File: src/clr_pkg.sv
// Package for the clipped line rasteriser: coordinate widths, stream packing
// constants, the load/step opcode, register indexes and the item structs.
// Depends on nothing; every other file imports it.
package clr_pkg;

  localparam int COORD_BITS = 16;
  localparam int FRAME_BITS = 15;
  localparam int COLOR_BITS = 32;

  // Widths of the Bresenham state, derived from the coordinate width.
  localparam int DX_BITS  = COORD_BITS + 1;
  localparam int NDY_BITS = COORD_BITS + 2;
  localparam int ERR_BITS = COORD_BITS + 3;
  localparam int E2_BITS  = COORD_BITS + 4;

  // Width used when comparing a non-negative coordinate with a frame size.
  localparam int CMP_BITS = (COORD_BITS > FRAME_BITS) ? COORD_BITS : FRAME_BITS;

  // Stream payload widths, padded up to whole bytes.
  localparam int IN_FIELD_BITS  = 4 * COORD_BITS + COLOR_BITS;
  localparam int IN_DATA_BITS   = ((IN_FIELD_BITS + 7) / 8) * 8;
  localparam int OUT_FIELD_BITS = 2 * COORD_BITS + COLOR_BITS;
  localparam int OUT_DATA_BITS  = ((OUT_FIELD_BITS + 7) / 8) * 8;

  localparam int CFG_INDEX_BITS = 1;

  typedef logic signed [COORD_BITS-1:0] coord_t;
  typedef logic [COLOR_BITS-1:0]        color_t;
  typedef logic [FRAME_BITS-1:0]        frame_dim_t;

  typedef enum logic {
    OP_LOAD = 1'b0,
    OP_STEP = 1'b1
  } op_t;

  typedef enum logic [CFG_INDEX_BITS-1:0] {
    REG_FRAME_WIDTH  = 1'b0,
    REG_FRAME_HEIGHT = 1'b1
  } cfg_reg_t;

  typedef struct packed {
    op_t    op;
    coord_t start_x;
    coord_t start_y;
    coord_t end_x;
    coord_t end_y;
    color_t color;
  } item_t;

  typedef struct packed {
    coord_t pixel_x;
    coord_t pixel_y;
    color_t pixel_color;
    logic   write_enable;
    logic   last;
  } pixel_t;

  typedef struct packed {
    frame_dim_t width;
    frame_dim_t height;
  } frame_t;

endpackage

File: src/clipped_line_rasterizer.sv
// Top level of the clipped line rasteriser: stream ports, payload packing and
// the configuration, input register and stepper instances.
// Depends on clr_pkg, clr_cfg, clr_in_reg and clr_stepper.
//
//   Channel   Direction  Carries
//   s_axis    in         load (tuser = 0) or step (tuser = 1) items
//   m_axis    out        one pixel per step of an active line
//   cfg       in         frame width (index 0) and height (index 1) writes
//
// Each item is held in the input register and its pixel is then written to the
// result register; one item is taken every cycle while m_axis does not stall.
// The Bresenham update (doubled error compares, a two-term add on the error word,
// the coordinate steps and the frame and end compares) lies between the two registers.
// Loads, and steps with no line active, drain from the input register even
// while a pixel waits on m_axis; only a step that produces a pixel waits.
// Reset clears the line-active flag and both valid flags, and sets the frame
// to 640 by 480. Configuration writes take effect the following cycle.
module clipped_line_rasterizer
  import clr_pkg::*;
(
  input  logic                      clk,
  input  logic                      rst,
  // Input stream.
  input  logic                      s_axis_tvalid,
  output logic                      s_axis_tready,
  // From bit 0: start_x, start_y, end_x, end_y, color.
  input  logic [IN_DATA_BITS-1:0]   s_axis_tdata,
  // op.
  input  logic                      s_axis_tuser,
  // Output stream.
  output logic                      m_axis_tvalid,
  input  logic                      m_axis_tready,
  // From bit 0: pixel_x, pixel_y, pixel_color.
  output logic [OUT_DATA_BITS-1:0]  m_axis_tdata,
  // write_enable.
  output logic                      m_axis_tuser,
  output logic                      m_axis_tlast,
  // Configuration writes.
  input  logic                      cfg_valid,
  output logic                      cfg_ready,
  input  logic [CFG_INDEX_BITS-1:0] cfg_index,
  input  logic [FRAME_BITS-1:0]     cfg_data
);

  frame_t frame;
  item_t  in_item;
  item_t  item;
  logic   item_valid;
  logic   item_take;
  pixel_t res;

  // Unpack the input transfer; padding bits above the fields are ignored.
  always_comb begin
    in_item.op      = op_t'(s_axis_tuser);
    in_item.start_x = s_axis_tdata[0*COORD_BITS +: COORD_BITS];
    in_item.start_y = s_axis_tdata[1*COORD_BITS +: COORD_BITS];
    in_item.end_x   = s_axis_tdata[2*COORD_BITS +: COORD_BITS];
    in_item.end_y   = s_axis_tdata[3*COORD_BITS +: COORD_BITS];
    in_item.color   = s_axis_tdata[4*COORD_BITS +: COLOR_BITS];
  end

  clr_cfg u_cfg (
    .clk       (clk),
    .rst       (rst),
    .cfg_valid (cfg_valid),
    .cfg_ready (cfg_ready),
    .cfg_index (cfg_index),
    .cfg_data  (cfg_data),
    .frame     (frame)
  );

  clr_in_reg u_in_reg (
    .clk        (clk),
    .rst        (rst),
    .in_valid   (s_axis_tvalid),
    .in_ready   (s_axis_tready),
    .in_item    (in_item),
    .item_valid (item_valid),
    .item       (item),
    .item_take  (item_take)
  );

  clr_stepper u_stepper (
    .clk        (clk),
    .rst        (rst),
    .frame      (frame),
    .item_valid (item_valid),
    .item       (item),
    .item_take  (item_take),
    .res_valid  (m_axis_tvalid),
    .res_ready  (m_axis_tready),
    .res        (res)
  );

  // Pack the pixel transfer, zero-filled up to a whole byte.
  assign m_axis_tdata = OUT_DATA_BITS'({res.pixel_color, res.pixel_y, res.pixel_x});
  assign m_axis_tuser = res.write_enable;
  assign m_axis_tlast = res.last;

endmodule

File: src/clr_cfg.sv
// Frame size registers of the clipped line rasteriser, written through the
// configuration channel. Depends on clr_pkg.
module clr_cfg
  import clr_pkg::*;
(
  input  logic                      clk,
  input  logic                      rst,
  input  logic                      cfg_valid,
  output logic                      cfg_ready,
  input  logic [CFG_INDEX_BITS-1:0] cfg_index,
  input  logic [FRAME_BITS-1:0]     cfg_data,
  output frame_t                    frame
);

  localparam frame_dim_t WIDTH_RESET  = FRAME_BITS'(640);
  localparam frame_dim_t HEIGHT_RESET = FRAME_BITS'(480);

  // Writes go straight into the frame registers, so the channel never stalls.
  assign cfg_ready = 1'b1;

  always_ff @(posedge clk) begin
    if (rst) begin
      frame.width  <= WIDTH_RESET;
      frame.height <= HEIGHT_RESET;
    end else if (cfg_valid) begin
      unique case (cfg_reg_t'(cfg_index))
        REG_FRAME_WIDTH:  frame.width  <= cfg_data;
        REG_FRAME_HEIGHT: frame.height <= cfg_data;
        default: ;
      endcase
    end
  end

endmodule

File: src/clr_in_reg.sv
// Input register of the clipped line rasteriser: holds one accepted item
// until the stepper takes it. Depends on clr_pkg.
module clr_in_reg
  import clr_pkg::*;
(
  input  logic  clk,
  input  logic  rst,
  input  logic  in_valid,
  output logic  in_ready,
  input  item_t in_item,
  output logic  item_valid,
  output item_t item,
  input  logic  item_take
);

  // A new item may enter whenever the register is empty or drains this cycle.
  assign in_ready = !item_valid || item_take;

  always_ff @(posedge clk) begin
    if (rst) begin
      item_valid <= 1'b0;
    end else if (in_ready) begin
      item_valid <= in_valid;
    end
  end

  always_ff @(posedge clk) begin
    if (in_valid && in_ready) begin
      item <= in_item;
    end
  end

endmodule

File: src/clr_stepper.sv
// Bresenham stepper and result register of the clipped line rasteriser.
// Holds the line state, sets it up on load and advances it on each step of an active line.
// Depends on clr_pkg.
module clr_stepper
  import clr_pkg::*;
(
  input  logic   clk,
  input  logic   rst,
  input  frame_t frame,
  input  logic   item_valid,
  input  item_t  item,
  output logic   item_take,
  output logic   res_valid,
  input  logic   res_ready,
  output pixel_t res
);

  // Line state.
  coord_t                     cur_x;
  coord_t                     cur_y;
  coord_t                     goal_x;
  coord_t                     goal_y;
  logic [DX_BITS-1:0]         delta_x;
  logic signed [NDY_BITS-1:0] neg_delta_y;
  logic signed [ERR_BITS-1:0] error_term;
  logic                       step_x_neg;
  logic                       step_y_neg;
  color_t                     line_color;
  logic                       active;

  // Set-up terms of a load.
  logic signed [DX_BITS-1:0]  load_dx;
  logic signed [DX_BITS-1:0]  load_dy;
  logic [DX_BITS-1:0]         load_abs_dx;
  logic signed [NDY_BITS-1:0] load_ndy;
  logic signed [ERR_BITS-1:0] load_err;

  // One Bresenham step.
  logic signed [E2_BITS-1:0]  e2;
  logic                       move_x;
  logic                       move_y;
  logic signed [ERR_BITS-1:0] error_term_next;
  coord_t                     cur_x_next;
  coord_t                     cur_y_next;
  logic                       in_frame;
  logic                       at_end;

  logic out_free;
  logic emits;

  always_comb begin
    load_dx     = DX_BITS'(item.end_x) - DX_BITS'(item.start_x);
    load_dy     = DX_BITS'(item.end_y) - DX_BITS'(item.start_y);
    load_abs_dx = load_dx[DX_BITS-1] ? DX_BITS'(-load_dx) : DX_BITS'(load_dx);
    load_ndy    = load_dy[DX_BITS-1] ? NDY_BITS'(load_dy) : -NDY_BITS'(load_dy);
    load_err    = ERR_BITS'(load_abs_dx) + ERR_BITS'(load_ndy);
  end

  always_comb begin
    e2     = E2_BITS'(error_term) <<< 1;
    move_x = e2 >= E2_BITS'(neg_delta_y);
    move_y = e2 <= $signed(E2_BITS'(delta_x));
    error_term_next = error_term
                    + (move_x ? ERR_BITS'(neg_delta_y) : '0)
                    + (move_y ? ERR_BITS'(delta_x) : '0);
    cur_x_next = cur_x;
    cur_y_next = cur_y;
    if (move_x) begin
      cur_x_next = step_x_neg ? cur_x - coord_t'(1) : cur_x + coord_t'(1);
    end
    if (move_y) begin
      cur_y_next = step_y_neg ? cur_y - coord_t'(1) : cur_y + coord_t'(1);
    end
    in_frame = !cur_x[COORD_BITS-1] && !cur_y[COORD_BITS-1]
            && (CMP_BITS'($unsigned(cur_x)) < CMP_BITS'(frame.width))
            && (CMP_BITS'($unsigned(cur_y)) < CMP_BITS'(frame.height));
    at_end = (cur_x == goal_x) && (cur_y == goal_y);
  end

  // Loads and idle steps never need the result register, so they drain
  // even while a pixel waits to be taken.
  assign out_free  = !res_valid || res_ready;
  assign emits     = (item.op == OP_STEP) && active;
  assign item_take = item_valid && (!emits || out_free);

  always_ff @(posedge clk) begin
    if (rst) begin
      active    <= 1'b0;
      res_valid <= 1'b0;
    end else begin
      // A pixel stays until taken; a drawing step refills the register.
      res_valid <= (item_take && emits) || (res_valid && !res_ready);
      if (item_take) begin
        if (item.op == OP_LOAD) begin
          active <= 1'b1;
        end else if (active && at_end) begin
          active <= 1'b0;
        end
      end
    end
  end

  always_ff @(posedge clk) begin
    if (item_take) begin
      if (item.op == OP_LOAD) begin
        cur_x       <= item.start_x;
        cur_y       <= item.start_y;
        goal_x      <= item.end_x;
        goal_y      <= item.end_y;
        delta_x     <= load_abs_dx;
        neg_delta_y <= load_ndy;
        error_term  <= load_err;
        step_x_neg  <= !(item.start_x < item.end_x);
        step_y_neg  <= !(item.start_y < item.end_y);
        line_color  <= item.color;
      end else if (active) begin
        res.pixel_x      <= cur_x;
        res.pixel_y      <= cur_y;
        res.pixel_color  <= line_color;
        res.write_enable <= in_frame;
        res.last         <= at_end;
        if (!at_end) begin
          cur_x      <= cur_x_next;
          cur_y      <= cur_y_next;
          error_term <= error_term_next;
        end
      end
    end
  end

endmodule
File: config.mk
export PLATFORM = sky130hd
export DESIGN_NAME = clipped_line_rasterizer
export DESIGN_NICKNAME = d
export VERILOG_FILES = /design/src/clr_pkg.sv /design/src/clipped_line_rasterizer.sv /design/src/clr_cfg.sv /design/src/clr_in_reg.sv /design/src/clr_stepper.sv
export SDC_FILE = /design/constraint.sdc
export NUM_CORES = 1
export LEC_CHECK = 0
export ABC_AREA = 1
export BUFFER_PORTS_ARGS = -buffer_cell sky130_fd_sc_hd__buf_4
export CORE_MARGIN = 4
export CORE_UTILIZATION = 55
export DETAILED_ROUTE_END_ITERATION = 16
export GPL_TIMING_DRIVEN = 0
export PLACE_DENSITY_LB_ADDON = 0.3
export RECOVER_POWER = 100
export SYNTH_ARGS = -nofsm -noshare
export SYNTH_HDL_FRONTEND = slang
export SYNTH_SLANG_ARGS = --single-unit
export TNS_END_PERCENT = 20
File: constraint.sdc
create_clock -name clk -period 5.1 [get_ports clk]
set_input_delay 0.255 -clock clk [delete_from_list [all_inputs] [get_ports clk]]
set_output_delay 0.255 -clock clk [all_outputs]
set_load 0.01 [all_outputs]
* After elaboration in Yosys (flattened, before gate mapping)
Cells that the tools add are included.
** Storage, ports and cells
- Flip-flop bits (word level) :: 348
- Bits of input ports :: 118
- Output and inout port bits :: 69
- Logic and storage cells :: 101
** Operators by class
- Add/subtract/negate cells :: 11
- $lt $le $gt $ge :: 6
- Eq/ne operators :: 7
- Muxes and demuxes :: 19
- Bitwise operators :: 2
- Reduce and logical (&&, ||, !) cells :: 30
** Operators with widths (count)
- 2-to-1 mux 16 bit :: 10
- 2-to-1 mux 19 bit :: 4
- adder 19 bit :: 2
- 2-to-1 mux 17 bit :: 2
- subtractor 16 x 16 -> 17 bit :: 2
- adder 16 x 2 -> 16 bit, second input constant :: 2
- equality test 16 bit :: 2
- less-than comparator 16 x 15 -> 1 bit :: 2
- less-than comparator 16 bit :: 2
- subtractor 16 x 2 -> 16 bit, second input constant :: 2
- greater-or-equal comparator 20 x 18 -> 1 bit :: 1
- <= comparator 20 x 18 -> 1 bit :: 1
- adder 18 x 18 -> 19 bit :: 1
- 2-to-1 mux 18 bit :: 1
- negation 17 -> 18 bit :: 1
- negation 17 bit :: 1
- logical AND 1 bit :: 10
- zero test 1 bit :: 8
- != test 2 x 1 -> 1 bit, second input constant :: 4
- AND reduction 2 bit :: 4
- AND reduction 4 bit :: 2
- AND reduction 3 bit :: 2
- logical OR 1 bit :: 4
- 2-to-1 mux 1 bit :: 2
- 2 further kinds :: 3

* Logic depth before layout (Yosys ltp)
Gate-level depths: netlist (run 1).
- Depth after elaboration :: 7
- Depth in mapped cells :: 29
- Gate-level depth less buffers :: 29

* Modules after synthesis
A second synthesis (run 1) with hierarchy kept.
** Second synthesis, totals
- Cells, all modules :: 2212
- Area total of the unflattened synthesis :: 20370.8 um^2
** Modules (own cells, without submodules)
- clr_stepper :: times used 1, cells each 1945, area an instance 16155.5 um^2, seq. area each 6586.3 um^2
- clr_in_reg :: times used 1, cells each 103, area an instance 2960.3 um^2, seq. area each 2932.8 um^2
- clr_cfg :: times used 1, cells each 164, area an instance 1255.0 um^2, seq. area each 600.6 um^2

* Least setup slack after synthesis (run 1)
No wires, ideal clock.
- Path kind :: flip-flop to flip-flop
- From :: reg u_stepper.error_term[18]
- To :: reg u_stepper.error_term[9], data pin
- Setup time :: 262 ps
- Arrival time :: 3847 ps
- Required time :: 4838 ps
- Setup slack :: 991 ps
- Stages on the path, launching flop included :: 25
- Path buffers :: 1
- Period minus slack after synthesis :: 4109 ps
- Cell sequence :: edfxtp_1 ha_1 nand2_1 nor2_1 nand3_1 nor2_1 nand2_1 nand3_1 nand2_1 nand2_2 buf_2 nand2_1 fa_1 inv_1 ha_1 fa_1 nand2_1 nand2_1 o21ai_0 inv_1 a21oi_1 inv_1 o21ai_0 a21oi_1 or2_2
** On the way
- Longest elaborated chain between the ends :: 7
- Elaborated cells on any way between the ends :: 9
- Those cells by class :: add/sub: 2; order compare: 2; mux: 5
** Ends and longest elaborated chain
- start: declaration :: RTL line clr_stepper.sv:25 : logic signed [ERR_BITS-1:0] error_term;
- start signal: assignment :: RTL line clr_stepper.sv:112 : error_term <= load_err;
- start signal: assignment :: RTL line clr_stepper.sv:125 : error_term <= error_term_next;
- greater-or-equal comparator 20 x 18 -> 1 bit :: RTL line clr_stepper.sv:61 : move_x = e2 >= E2_BITS'(neg_delta_y);
- 2-to-1 mux 19 bit :: RTL line clr_stepper.sv:64 : + (move_x ? ERR_BITS'(neg_delta_y) : '0)
- adder 19 bit :: RTL line clr_stepper.sv:64
- adder 19 bit (*) :: RTL line clr_stepper.sv:65 : + (move_y ? ERR_BITS'(delta_x) : '0);
- 2-to-1 mux 19 bit (*) :: RTL line clr_stepper.sv:122 : if (!at_end) begin
- 2-to-1 mux 19 bit (*) :: RTL line clr_stepper.sv:116 : end else if (active) begin
- 2-to-1 mux 19 bit (*) :: RTL line clr_stepper.sv:105 : if (item.op == OP_LOAD) begin
Mark *: on every way between the ends. The rest lies on a longest branch, timed or not. The select of a mux whose other input is x is not followed.
A chain may end at the register's enable or synchronous reset.

* Worst setup path after layout (run 1)
- From :: reg u_stepper.neg_delta_y[17]
- To :: reg u_stepper.error_term[9], data pin
** On the way
- Longest elaborated chain between the ends :: 7
** Ends and longest elaborated chain
- start: declaration :: RTL line clr_stepper.sv:24 : logic signed [NDY_BITS-1:0] neg_delta_y;
- start signal: assignment :: RTL line clr_stepper.sv:111 : neg_delta_y <= load_ndy;
- greater-or-equal comparator 20 x 18 -> 1 bit :: RTL line clr_stepper.sv:61
- 2-to-1 mux 19 bit :: RTL line clr_stepper.sv:64
- adder 19 bit :: RTL line clr_stepper.sv:64
- adder 19 bit :: RTL line clr_stepper.sv:65
- 2-to-1 mux 19 bit :: RTL line clr_stepper.sv:122
- 2-to-1 mux 19 bit :: RTL line clr_stepper.sv:116
- 2-to-1 mux 19 bit :: RTL line clr_stepper.sv:105
Every way passes these cells. The select of a mux whose other input is x is not followed.

==> flow_metrics.tcl, run 1 <==
set metrics [dict create \
    fin_skew_ns 0.0306 \
    holdPathStages 3 \
    worstMarginPinSlew_ns 2.68 \
    dr.pass1.iters 6 \
    dp_hpwl_um 41800 \
    yosys.area.top_type "edfxtp_1" \
    io-pin-count 187 \
    rr_worst_depth 25 \
    wire_per_inst_um 18.9 \
    routed_wl_um 56400 \
    p_leak_nw 11.0 \
    r2r_slack_ns 0.19 \
    drv_slew 175 \
    fp.dieArea_sq_um 40100 \
    dr_total_vias 16500 \
    fp.dieH_um 200 \
    fin_crit_sh_pct 96.3 \
    layout_common_cells "491 x nand2_1, 347 x inv_1, 315 x edfxtp_1" \
    setup_viol 0 \
    start_kind "flop" \
    gp_congestion 0.931 \
    h-tree-depth 2 \
    ys_ff_latch 348 \
    grt_max_degree 78 \
    max_freq_mhz 204 \
    synthesis.nets 2460 \
    required_ns 5.39 \
    final_antenna_net_count 0 \
    first_global_vias 16900 \
    areaGrowthSynthToFinish_pct 19.9 \
    drt-initial-drc-count 1215 \
    netlist_instances 2157 \
    violations "capacitance limit, slew limit" \
    via_per_inst 5.51 \
    r2r_start "u_stepper.neg_delta_y[17]" \
    maxCapViolCount 3 \
    crit_type "flop to flop" \
    netlist_area_sq_um 20300 \
    powerDensity_nw_per_um2 396 \
    timing.rr.end "u_stepper.error_term[9]" \
    clkSinkCount 348 \
    nFillCells 2736 \
    rows 70 \
    status "complete, but fails checks" \
    die_x_um 200 \
    clock_latency_ns 0.56 \
    place_inst 2814 \
    path_clk_slew_ns 0.07 \
    finalNonFillerCells 2990 \
    synth_area_leaders "edfxtp_1 47%, ha_1 10%, nand2_1 9.0%, inv_1 6.5%, a21oi_1 3.6%" \
    grt_pass1_wl_um 89100 \
    yosys_warnings 0 \
    hp-class "input pin to flop" \
    path_max_fanout 10 \
    synth-seq-area-share_pct 49.8 \
    holdWs_ns 0.0327 \
    drc 0 \
    cts_buffers 38 \
    yosys.area.top_type_share_pct 46.6 \
    synth_edf_count 315 \
    cts_tree "done" \
    rsz0062_at_grt "true" \
    cp.arrival_ns 5.20 \
    finalHoldViolations 0 \
    relSlewSlack_pct -79.3 \
    core_area_sq_um 36500 \
    period_minus_slack_ns 4.91 \
    syn_avg_cell_area_sq_um 9.41 \
    ir_worst_vdd_mv 0.325 \
    finalNetCount 2797 \
    place.port_buffers 185 \
    drive_gt1_share_pct 10.7 \
    synth_cell_types 56 \
    hold_start "cfg_data[4]" \
    synth_ff_type "edfxtp_1" \
    end_kind "flop" \
    antenna_found_initial 2 \
    start_util_pct 55.6 \
    final_common_cell "nand2_1" \
    grt_usage_pct 27.9 \
    async_flop_share_pct 0 \
    overflow 0 \
    min_to "u_cfg.frame[4]" \
    clock_path_buffers 3 \
    clock_tree.root_cell "clkbuf_16" \
]
[kinds of logic (layout without fill, tap and decap cells)]
kind of cell,Yosys count,after routing,share of synthesized area [%]
buf+inv,381,745,7.17
xor+xnor,69,69,3.09
compound gates,330,330,8.97
mux,1,1,0.0493
fa+ha+maj,185,185,12.3
flops,348,348,49.8
simple gates,842,842,18.6
other cells,1,2,0.0185
[state kept, by name, indices dropped and copies added (netlist names), 16 cells and up]
signal and flops:
u_stepper.goal_x 16, u_stepper.goal_y 16, u_stepper.error_term 19, u_stepper.line_color 32, u_stepper.neg_delta_y 18, u_stepper.cur_y 16, u_stepper.delta_x 17, u_cfg.frame 30
u_stepper.res 66, u_stepper.cur_x 16, u_in_reg.item 97
[final cells by class]
class / count / area (sq um) / share of cell area [%]
Sequential cell: 348 / 10100 / 41.6
Multi-Input combinational cell: 1428 / 8700 / 35.8
Timing Repair Buffer: 297 / 2190 / 9.02
Inverter: 357 / 1340 / 5.52
Clock buffer: 43 / 1000 / 4.11
Tap cell: 468 / 586 / 2.41
Clock inverter: 24 / 273 / 1.12
Buffer: 24 / 119 / 0.488
Antenna cell: 1 / 2.50 / 0.0103
[where the power goes]
| group | switching [mW] | leakage [nW] | total, mW | internal (mW) |
|---|---|---|---|---|
| registers | 0.124 | 3.21 | 3.50 | 3.38 |
| clock network | 1.15 | 0.626 | 2.83 | 1.67 |
| logic | 2.15 | 7.12 | 3.32 | 1.17 |
[synth_stat cells (all sizes together), types with 2 or more instances]
cell / count
a31oi: 6
a21oi: 150
a21boi: 2
a211oi: 2
nor2: 115
o211ai: 12
o21ai: 118
fa: 23
and2: 2
nand4: 34
clkbuf: 15
a21o: 16
nor3: 16
xor2: 31
nand3: 112
nand2: 517
or2: 24
ha: 162
edfxtp: 315
dfxtp: 33
xnor2: 38
nand3b: 10
and3: 3
nor4: 8
o22ai: 4
inv: 356
buf: 9
o31ai: 8
o21bai: 5
o21a: 3
[metrics by stage]
stage	area, sq um	setup TNS [ns]	worst slack, ns	utilization (%)	power [mW]
after floorplan	20300	0	0.991	-	5.82
after global placement	22300	-5.62	-0.353	61.0	6.62
after detailed placement	22400	-0.0387	-0.0387	61.3	6.71
after CTS	24700	0	0.0302	67.7	9.60
after global routing	24300	-0.0670	-0.0364	66.6	10.2
final	24300	0	0.186	66.6	9.64
[routing by layer]
| layer | global-route usage [%] | routed length, um |
|---|---|---|
| met5 | 0 | 13 |
| met4 | 10.3 | 1920 |
| met3 | 5.54 | 4800 |
| met2 | 47.3 | 27100 |
| met1 | 35.7 | 22500 |
[critical path: stages, from the launching register on]
cell      delay, ns
edfxtp_1       0.45
inv_1          0.12
ha_1           0.34
nand2_1        0.10
nor2_2         0.17
nand3_1        0.12
nor2_1         0.23
nand2_1        0.11
nand3_1        0.11
nand2_1        0.09
nand2_4        0.16
buf_4          0.24
nand2_1        0.09
fa_1           0.49
inv_1          0.05
ha_1           0.24
fa_1           0.42
nand2_1        0.08
nand2_1        0.06
o21ai_2        0.09
inv_1          0.08
a21oi_1        0.17
inv_1          0.09
o21ai_0        0.15
a21oi_1        0.09
or2_2          0.32
[how the worst max path moves through the flow]
stage	endpoint	from	cells past startpoint	slack [ns]
after floorplan	u_stepper.error_term[9]	u_stepper.error_term[18]	24	0.99
after global placement	u_stepper.cur_x[13]	u_stepper.cur_x[13]	9	-0.35
after detailed placement	u_stepper.error_term[9]	u_stepper.neg_delta_y[17]	25	-0.04
after CTS	u_stepper.error_term[9]	u_stepper.neg_delta_y[17]	25	0.03
after global routing	u_stepper.error_term[9]	u_stepper.neg_delta_y[17]	25	-0.04
final	u_stepper.error_term[9]	u_stepper.neg_delta_y[17]	25	0.19
[timing repair]
item,CTS,global route
hold endpoints to repair,110,0
resized for setup,1,8
hold buffers,107,0
buffers inserted,0,1
setup endpoints to repair,1,10
Note: power is estimated with default switching activity, not from simulation.
==> inputs of run 2 (changes only) <==
Settings changed: CTS_BUF_LIST set to sky130_fd_sc_hd__clkbuf_16, PLACE_DENSITY set to 0.75, PLACE_DENSITY_LB_ADDON 0.3 to not set.
==> run 2 against run 1 <==
- the run still ends with capacitance limit, slew limit left
- largest power group unchanged
- final cell count shrank 0.13%
- worst hold slack lost 0.023 ns
- worst setup slack gained 0.051 ns
- power shrank 1.8%
- flip-flop and latch count is the same
- combinational power is essentially flat
==> flow_metrics.tcl, run 2 (same netlist as run 1, synthesis figures left out) <==
set metrics [dict create \
    status "complete, but fails checks" \
    violations "capacitance limit, slew limit" \
    wire_per_inst_um 19.1 \
    fp.dieArea_sq_um 40100 \
    grt_max_degree 67 \
    place.port_buffers 185 \
    p_leak_nw 10.9 \
    postPlaceCellArea_sq_um 22400 \
    end_kind "flop" \
    nFillCells 2855 \
    worst_slack_ns 0.237 \
    reg_top3 "u_in_reg.item x97, u_stepper.res x66, u_stepper.line_color x32" \
    p_int_mw 6.03 \
    dr_total_vias 16400 \
    layout_common_cells "492 x nand2_1, 357 x inv_1, 315 x edfxtp_1" \
    clockPowerShare_pct 28.1 \
    clock_path_buffers 3 \
    antenna_found_initial 1 \
    routed_wl_um 57000 \
    sequentialPowerShare_pct 36.9 \
    largest_register "u_in_reg.item" \
    final_antenna_net_count 0 \
    hp-class "input pin to flop" \
    cp.arrival_ns 5.17 \
    max_freq_mhz 206 \
    period_minus_slack_ns 4.86 \
    start_kind "flop" \
    fin_skew_ns 0.0277 \
    power_frac_comb_pct 35.0 \
    clock_tree.root_cell "clkbuf_16" \
    clkSinkCount 348 \
    finalNonFillerCells 2986 \
    maxCapViolCount 4 \
    io-pin-count 187 \
    start_util_pct 55.6 \
    fp.dieH_um 200 \
    crit_type "flop to flop" \
    place_inst 2813 \
    final_common_cell "nand2_1" \
    fin_area_sq_um 24200 \
    worstMarginPinSlew_ns 2.76 \
    dp_slack_ns 0.00656 \
    core_area_sq_um 36500 \
    finalHoldViolations 0 \
    die_x_um 200 \
    relSlewSlack_pct -83.7 \
    largest_reg_flops 97 \
    p_sw_mw 3.44 \
    required_ns 5.41 \
    grt_pass1_wl_um 89000 \
    drt-initial-drc-count 1410 \
    areaGrowthSynthToFinish_pct 19.4 \
    dp_hpwl_um 41900 \
    cts_buffers 37 \
    setup_viol 0 \
    cts_tree "done" \
    swShare_pct 36.3 \
    drive_gt1_share_pct 10.2 \
    overflow 0 \
    drc 0 \
    drv_slew 176 \
    via_per_inst 5.50 \
    powerDensity_nw_per_um2 391 \
    h-tree-depth 2 \
    clock_latency_ns 0.57 \
    fin_crit_sh_pct 95.3 \
    dr.pass1.iters 6 \
    rows 70 \
    first_global_vias 16400 \
    grt_usage_pct 28.0 \
    finalNetCount 2792 \
    gp_congestion 0.958 \
    path_clk_slew_ns 0.06 \
    path_max_fanout 10 \
    ir_worst_vdd_mv 0.323 \
]
[run 2: power by group through the flow]
stage / Clock [mW] / Combinational, mW / Sequential (mW)
CTS: 2.66 / 3.27 / 3.48
detailed placement: 0 / 3.17 / 3.54
global placement: 0 / 3.10 / 3.55
finish: 2.66 / 3.31 / 3.50
global route: 2.80 / 3.72 / 3.51
floorplan: 0 / 2.32 / 3.50
[run 2: worst paths after layout]
path | start | slack, ns | cells past startpoint | endpoint
setup / recovery | u_stepper.error_term[13] | 0.24 | 19 | u_stepper.error_term[14]
hold / removal | s_axis_tvalid | 0.01 | 3 | u_in_reg.item_valid
setup reg to reg | u_stepper.error_term[13] | 0.24 | 19 | u_stepper.error_term[14]
hold reg to reg | u_stepper.line_color[11] | 0.41 | 0 | u_stepper.res[13]
[run 2: per-layer routing]
layer  vias to the layer above  GRT usage (%)  part of all wire [%]
li1                       7908              -                     -
met1                      7748           36.7                    42
met2                       650           47.8                    48
met3                       114           4.84                   7.5
met4                         0           9.32                   3.2
met5                         -              0                     0
[run 2: layout make-up]
class                   count  area, sq um  area share [%]
flip-flops and latches    348        10100            41.8
well taps                 468          586            2.42
repair buffers            293         2160            8.91
multi-input cells        1428         8720            36.0
clock buffers              37          926            3.82
plain buffers              24          124           0.511
inverters                 357         1340            5.54
clock inverters            30          262            1.08
diodes                      1         2.50          0.0103
[run 2: critical path, cell delays in order (launching register included)]
cell	delay [ns]
edfxtp_1	0.44
ha_1	0.33
nand4_1	0.17
nor2_2	0.26
nor4b_4	0.32
nand3_2	0.18
nand3_4	0.21
buf_4	0.24
nand2_1	0.11
fa_1	0.54
inv_1	0.05
ha_1	0.38
nand2_1	0.15
nor2_1	0.20
nand4_1	0.22
o211ai_1	0.37
a21o_1	0.19
a21oi_1	0.06
o21ai_0	0.11
nand2_1	0.08
[run 2: per-stage QoR]
step                      hold slack (ns)  setup TNS (ns)  total power [mW]  util (%)
after floorplan                     0.324               0              5.82         -
after global placement              0.401          -14.24              6.64      61.0
after detailed placement            0.405               0              6.72      61.2
after CTS                        0.000945               0              9.41      67.4
after global routing               0.0288         -0.0176              10.0      66.4
final                             0.00991               0              9.47      66.4
[run 2: timing repair]
item / CTS / global route
gates resized for setup: 2 / 10
buffers inserted: 0 / 0
hold buffers: 105 / 0
pin swaps: 0 / 1
hold endpoints to repair: 108 / 0
setup endpoints to repair: 3 / 9
